==> config.mk <==
export PLATFORM = sky130hd
export DESIGN_NAME = mode_s_crc_ppm_framer
export DESIGN_NICKNAME = d
export VERILOG_FILES = /design/src/sv/mscrc_pkg.sv /design/src/sv/mode_s_crc_ppm_framer.sv
export SDC_FILE = /design/constraint.sdc
export NUM_CORES = 1
export LEC_CHECK = 0
export ABC_AREA = 1
export BUFFER_PORTS_ARGS = -buffer_cell sky130_fd_sc_hd__buf_4
export CAP_MARGIN = 40
export CORE_MARGIN = 2
export CORE_UTILIZATION = 45
export DETAILED_ROUTE_END_ITERATION = 7
export PLACE_DENSITY = 0.63
export SKIP_CTS_REPAIR_TIMING = 1
export SLEW_MARGIN = 0
export SYNTH_ARGS = -nofsm -noshare
export SYNTH_HDL_FRONTEND = slang
export SYNTH_SLANG_ARGS = --single-unit
==> constraint.sdc <==
create_clock -name clk -period 2.3 [get_ports clk]
set_input_delay 0.46 -clock clk [delete_from_list [all_inputs] [get_ports clk]]
set_output_delay 0.46 -clock clk [all_outputs]
set_load 0.01 [all_outputs]
==> src/sv/mscrc_pkg.sv <==
// ----------------------------------------------------------------------------
// mscrc_pkg
// Shared types, constants and functions for the Mode S CRC-24 / PPM framer.
// ----------------------------------------------------------------------------
`default_nettype none

package mscrc_pkg;

  localparam int DefaultDataBytes = 11;

  localparam int PosW    = 4;
  localparam int ByteW   = 8;
  localparam int WordW   = 16;
  localparam int KindW   = 2;
  localparam int ParityW = 24;

  localparam logic [ParityW-1:0] CrcPoly      = 24'hFFF409;
  localparam logic [WordW-1:0]   PreambleWord = 16'hA140;

  localparam logic [KindW-1:0] KIND_PREAMBLE = 2'd0;
  localparam logic [KindW-1:0] KIND_DATA     = 2'd1;
  localparam logic [KindW-1:0] KIND_PARITY   = 2'd2;

  // Word being presented on the output, one-hot.
  typedef enum logic [4:0] {
    PH_PRE     = 5'b00001,
    PH_DATA    = 5'b00010,
    PH_PAR_HI  = 5'b00100,
    PH_PAR_MID = 5'b01000,
    PH_PAR_LO  = 5'b10000
  } phase_t;

  // Pulse-position coding: bit 1 -> chips 10, bit 0 -> chips 01.
  function automatic logic [WordW-1:0] ppm_word(input logic [ByteW-1:0] b);
    logic [WordW-1:0] w;
    for (int i = 0; i < ByteW; i++) begin
      w[2*i+1] = b[i];
      w[2*i]   = ~b[i];
    end
    return w;
  endfunction

  // Eight bitwise parity steps, most significant data bit first.
  function automatic logic [ParityW-1:0] crc_byte(input logic [ParityW-1:0] r,
                                                  input logic [ByteW-1:0] b);
    logic [ParityW-1:0] acc;
    logic               fb;
    acc = r;
    for (int i = ByteW - 1; i >= 0; i--) begin
      fb  = b[i] ^ acc[ParityW-1];
      acc = {acc[ParityW-2:0], 1'b0};
      if (fb) begin
        acc = acc ^ CrcPoly;
      end
    end
    return acc;
  endfunction

endpackage

`default_nettype wire

==> src/sv/mode_s_crc_ppm_framer.sv <==
// ----------------------------------------------------------------------------
// mode_s_crc_ppm_framer
// Frames Mode S message bytes into PPM chip words with preamble and CRC-24.
// ----------------------------------------------------------------------------
//
//  channel | signals                                        | direction
//  --------+------------------------------------------------+----------
//  input   | in_valid, in_stall, data_byte[7:0]             | in (stall out)
//  output  | out_valid, out_stall, chip_word[15:0],         | out (stall in)
//          | word_kind[1:0], end_of_frame, last             |
//
//  Each input transaction yields one to five output transactions (four at most
//  when DATA_BYTES exceeds one): an optional preamble word, the data word, and on the final byte three parity words.
//  A byte that produces only its data word passes at one per clock unless the
//  output stalls; every extra word holds the input back (output rate is one
//  word per clock when not stalled, set by the single job register that feeds
//  the output port). The first word is presented the cycle after the accept.
//  Reset (rst, synchronous) clears the byte count, the parity register and
//  the job valid flag and word phase; no words are pending after reset.
//  Output stall holds the job register; input is taken in the same cycle the
//  final word of the pending job is taken.
// ----------------------------------------------------------------------------
`default_nettype none

module mode_s_crc_ppm_framer
  import mscrc_pkg::*;
#(
  parameter int DATA_BYTES = DefaultDataBytes
) (
  input  wire logic               clk,
  input  wire logic               rst,
  input  wire logic               in_valid,
  output logic                    in_stall,
  input  wire logic [ByteW-1:0]   data_byte,
  output logic                    out_valid,
  input  wire logic               out_stall,
  output logic      [WordW-1:0]   chip_word,
  output logic      [KindW-1:0]   word_kind,
  output logic                    end_of_frame,
  output logic                    last
);

  localparam logic [PosW:0] LastCount = (PosW + 1)'(DATA_BYTES);

  // Frame state, advanced as soon as a byte is accepted.
  logic [PosW-1:0]    position;
  logic [PosW-1:0]    position_next;
  logic [ParityW-1:0] parity;
  logic [ParityW-1:0] parity_next;

  // Job register: everything needed to replay the words of one byte.
  logic               job_valid;
  phase_t             phase;
  phase_t             phase_next;
  logic               job_done;
  logic [ByteW-1:0]   job_byte;
  logic [ParityW-1:0] job_parity;

  logic in_take;
  logic out_take;
  logic frame_done;
  logic [ParityW-1:0] crc_new;

  assign out_take = out_valid && !out_stall;

  // Last word of the pending job: data word of a mid-frame byte, or the
  // low parity word.
  always_comb begin
    last = 1'b0;
    unique case (phase)
      PH_DATA:   last = !job_done;
      PH_PAR_LO: last = 1'b1;
      default:   last = 1'b0;
    endcase
  end

  // Take a new byte when nothing is pending or the pending job finishes now.
  assign in_stall = job_valid && !(last && !out_stall);
  assign in_take  = in_valid && !in_stall;

  assign crc_new    = crc_byte(parity, data_byte);
  assign frame_done = ({1'b0, position} + (PosW + 1)'(1)) >= LastCount;

  always_comb begin
    position_next = position;
    parity_next   = parity;
    if (in_take) begin
      if (frame_done) begin
        position_next = '0;
        parity_next   = '0;
      end else begin
        position_next = position + PosW'(1);
        parity_next   = crc_new;
      end
    end
  end

  // Advance the word sequence of the pending job.
  always_comb begin
    phase_next = phase;
    if (in_take) begin
      phase_next = (position == '0) ? PH_PRE : PH_DATA;
    end else if (out_take) begin
      unique case (phase)
        PH_PRE:     phase_next = PH_DATA;
        PH_DATA:    phase_next = PH_PAR_HI;
        PH_PAR_HI:  phase_next = PH_PAR_MID;
        PH_PAR_MID: phase_next = PH_PAR_LO;
        PH_PAR_LO:  phase_next = PH_PRE;
        default:    phase_next = PH_PRE;
      endcase
    end
  end

  always_ff @(posedge clk) begin
    if (rst) begin
      position  <= '0;
      parity    <= '0;
      job_valid <= 1'b0;
      phase     <= PH_PRE;
    end else begin
      position <= position_next;
      parity   <= parity_next;
      phase    <= phase_next;
      if (in_take) begin
        job_valid <= 1'b1;
      end else if (out_take && last) begin
        job_valid <= 1'b0;
      end
    end
  end

  // Payload of the job: no reset needed.
  always_ff @(posedge clk) begin
    if (in_take) begin
      job_byte   <= data_byte;
      job_done   <= frame_done;
      job_parity <= crc_new;
    end
  end

  // Output word select.
  assign out_valid = job_valid;

  always_comb begin
    chip_word    = PreambleWord;
    word_kind    = KIND_PREAMBLE;
    end_of_frame = 1'b0;
    unique case (phase)
      PH_PRE: begin
        chip_word = PreambleWord;
        word_kind = KIND_PREAMBLE;
      end
      PH_DATA: begin
        chip_word = ppm_word(job_byte);
        word_kind = KIND_DATA;
      end
      PH_PAR_HI: begin
        chip_word = ppm_word(job_parity[23:16]);
        word_kind = KIND_PARITY;
      end
      PH_PAR_MID: begin
        chip_word = ppm_word(job_parity[15:8]);
        word_kind = KIND_PARITY;
      end
      PH_PAR_LO: begin
        chip_word    = ppm_word(job_parity[7:0]);
        word_kind    = KIND_PARITY;
        end_of_frame = 1'b1;
      end
      default: begin
        chip_word = PreambleWord;
        word_kind = KIND_PREAMBLE;
      end
    endcase
  end

  // Assertions
  a_eof_is_last: assert property (@(posedge clk) disable iff (rst)
    (out_valid && end_of_frame) |-> last)
    else $error("end_of_frame without last");

  a_job_continues: assert property (@(posedge clk) disable iff (rst)
    (out_valid && !out_stall && !last) |=> out_valid)
    else $error("pending job dropped before its last word");

  a_pre_then_data: assert property (@(posedge clk) disable iff (rst)
    (out_valid && !out_stall && word_kind == KIND_PREAMBLE) |=>
      (out_valid && word_kind == KIND_DATA))
    else $error("preamble not followed by data word");

  a_pos_range: assert property (@(posedge clk) disable iff (rst)
    ({1'b0, position} < LastCount))
    else $error("byte count out of range");

  a_frame_start_clear: assert property (@(posedge clk) disable iff (rst)
    (position == '0) |-> (parity == '0))
    else $error("parity not cleared at frame start");

endmodule

`default_nettype wire

==> results.sh <==
export IMPL_viasPerCell=4.990
export IMPL_synth_compound_area_share_pct=7.556
export IMPL_syn_num_nets=481
export IMPL_drtIter0Drc=172
export IMPL_start_util_pct=47.08
export IMPL_endpoint_kind="output pin"
export IMPL_netlist_area_mm2=0.003676
export IMPL_drive_above_1_share_pct=17.57
export IMPL_synth_top_family_by_area="simple AND/OR/NAND/NOR gates"
export IMPL_ir_worst_vdd_v=0.0005615
export IMPL_gp_congestion=0.9266
export IMPL_worst_skew_pair_late_latency_ps=350
export IMPL_switching_share_pct=38.40
export IMPL_synth_xor_area_share_pct=7.828
export IMPL_cts_htree_levels=3
export IMPL_syn_avg_cell_area_um2=7.888
export IMPL_grt_setup_unrepaired="false"
export IMPL_maxCapViolCount=0
export IMPL_drt_pass1_iter_count=5
export IMPL_grt_pass1_wl_mm=14.61
export IMPL_hold_violations=0
export IMPL_die_x_um=94.38
export IMPL_crit_path_max_fanout=7
export IMPL_clockBufferDepth=2
export IMPL_powerDensity_mw_per_mm2=1049
export IMPL_synthMuxAreaShare_pct=0
export IMPL_grt_overflow=0
export IMPL_die_area_mm2=0.008908
export IMPL_p_int_w=0.002771
export IMPL_portBuffers=33
export IMPL_clkPwrFrac_pct=22.0
export IMPL_ys_ff_latch=67
export IMPL_synthSimpleGateAreaFrac_pct=30.02
export IMPL_critical_path_class="reg -> out"
export IMPL_synth_fa_ha_area_share_pct=1.021
export IMPL_clock_sinks=67
export IMPL_p_leak_nw=2.033
export IMPL_wl_per_cell_um=14.44
export IMPL_synth_distinct_cells=38
export IMPL_drtAntennaViolNets=0
export IMPL_met1_usage_pct=27.83
export IMPL_start_kind="flop"
export IMPL_fin_crit_sh_pct=95.98
export IMPL_top_usage_layer="met2"
export IMPL_synth_edf_count=33
export IMPL_antenna_found_initial=0
export IMPL_met2_usage_pct=36.37
export IMPL_path_clk_slew_ps=70
export IMPL_worstPathArrival_ps=1750
export IMPL_run_status="complete, no violations"
export IMPL_seqPwrFrac_pct=41.0
export IMPL_die_h_um=94.38
export IMPL_groute_layer_met3_usage_pct=4.070
export IMPL_io_pins=34
export IMPL_synthToLayoutAreaGrowth_pct=16.64
export IMPL_tightestPinTransition_ps=384.0
export IMPL_dpl_hpwl_mm=6.709
export IMPL_core_area_mm2=0.007807
export IMPL_worstPathRequired_ps=1840
export IMPL_grt_max_degree=34
export IMPL_drv_slew=0
export IMPL_track_usage_pct=21.83
export IMPL_fin_skew_ps=15.03
export IMPL_antenna_cells=0
export IMPL_cts_root_buf="clkbuf_8"
export IMPL_cts_buffers=9
export IMPL_synth_main_ff_cell="dfxtp_1"
export IMPL_yosysWarnings=0
export IMPL_maxSlewHeadroom_pct=74.40
export IMPL_grt_pass1_vias=3002
export IMPL_cts_tree="yes"
export IMPL_min_path_type="in -> reg"
export IMPL_switchingPower_w=0.001728
export IMPL_totalWireLength_mm=8.952
export IMPL_seq_area_frac_synth_pct=45.47
export IMPL_drc_errors=0
export IMPL_pwr_share_comb_pct=37.0
export IMPL_synth_cells=466
export IMPL_max_freq_ghz=0.4530
export IMPL_power_total_w=0.004499
export IMPL_num_rows=32
export IMPL_synthArstFlopShare_pct=0
export IMPL_finalSetupViolCount=0
export IMPL_final_nets=528
export IMPL_setup_tns_final_ps=0
export IMPL_routed_via_count=3094
export IMPL_min_period_ps=2208
[worst max-delay path, stage by stage, from the launching register on]
cell and delay, ps:
dfxtp_2 390, nor2_2 70, nand2_1 70, nor2_1 50, buf_4 160, a22o_1 210
or2_2 300, inv_1 50, buf_4 110
[layout by cell type, fill, tap and decap left out, types with 5 or more instances in the layout]
master,instances
buf_4,43
clkbuf_8,10
dfxtp_1,30
edfxtp_1,33
inv_1,59
nand2_1,151
nand2_2,11
nand3_1,39
nand4_1,5
nor2_1,25
o21ai_0,10
o21ai_1,13
o22ai_1,8
xnor2_1,10
xor2_1,21
[kinds of logic (layout without fill, tap and decap cells)]
logic type      count (synthesis)  count (layout)
flops                          67              67
fa+ha+maj                       3               3
simple gates                  246             246
buf+inv                        72             124
compound gates                 46              46
xor+xnor                       32              32
[metal layers]
| layer | share of wire (%) | wire length (µm) | vias to the layer above |
|---|---|---|---|
| met1 | 45 | 4064 | 1424 |
| met2 | 48 | 4339 | 67 |
| met3 | 4.3 | 387 | 16 |
| li1 | - | - | 1587 |
| met4 | 1.8 | 161 | 0 |
| met5 | 0 | 0 | - |
[worst paths after layout]
path / from / to / slack [ps] / depth (start not counted)
worst min register to register: parity[14] / parity[14] / 470 / 2
worst max-delay path: phase[1] / chip_word[8] / 90 / 8
worst max register to register: position[0] / parity[11] / 300 / 10
worst min-delay path: rst / parity[1] / 310 / 2
[power by group through the flow]
| stage | Sequential (W) | Combinational, W | Clock [W] |
|---|---|---|---|
| after floorplan | 0.00181 | 0.00124 | 0 |
| after global placement | 0.00186 | 0.00163 | 0 |
| after detailed placement | 0.00187 | 0.00165 | 0 |
| after CTS | 0.00184 | 0.00166 | 0.000998 |
| after global routing | 0.00188 | 0.00189 | 0.00105 |
| final | 0.00185 | 0.00166 | 0.000988 |
[registers in the layout (all words and copies together), names as in the netlist]
| signal | count |
|---|---|
| job_parity | 24 |
| parity | 24 |
| job_byte | 8 |
| phase | 5 |
| position | 4 |
| job_done | 1 |
| out_valid | 1 |
[per-stage QoR]
step	hold WS [ps]	utilization (%)	std cells	area [µm²]	worst slack, ps
2_1_floorplan	441.8	-	466	3676	111.9
3_3_place_gp	455.0	52.21	602	4076	209.3
3_5_place_dp	457.3	52.21	602	4076	147.6
4_1_cts	299.9	54.63	618	4265	-12.76
5_1_grt	298.4	54.92	620	4288	0.5400
6_report	306.0	54.92	620	4288	92.42
[synth_stat cells, drive strengths merged, types with 2 or more instances]
cell,instances,area [µm²]
nand2,166,680.6
inv,64,242.7
nand3,40,205.2
dfxtp,34,680.7
edfxtp,33,991.0
nor2,29,135.1
o21ai,24,123.9
xor2,22,200.2
xnor2,10,87.58
o22ai,8,50.05
buf,6,47.54
nand4,6,52.55
a21oi,5,28.78
a22o,4,35.03
ha,3,37.54
or2,3,18.77
a211oi,2,15.01
clkbuf,2,7.510
o221ai,2,17.52
[layout make-up]
cell class                      count  area [µm²]
Inverter                           64       242.7
Sequential cell                    67        1677
Fill cell                         766        3520
Tap cell                          102       127.6
Multi-Input combinational cell    327        1709
Clock buffer                       13       148.9
Clock inverter                      3       40.04
Timing Repair Buffer               44       342.8
No activity file was read; power rests on OpenSTA's default activity.
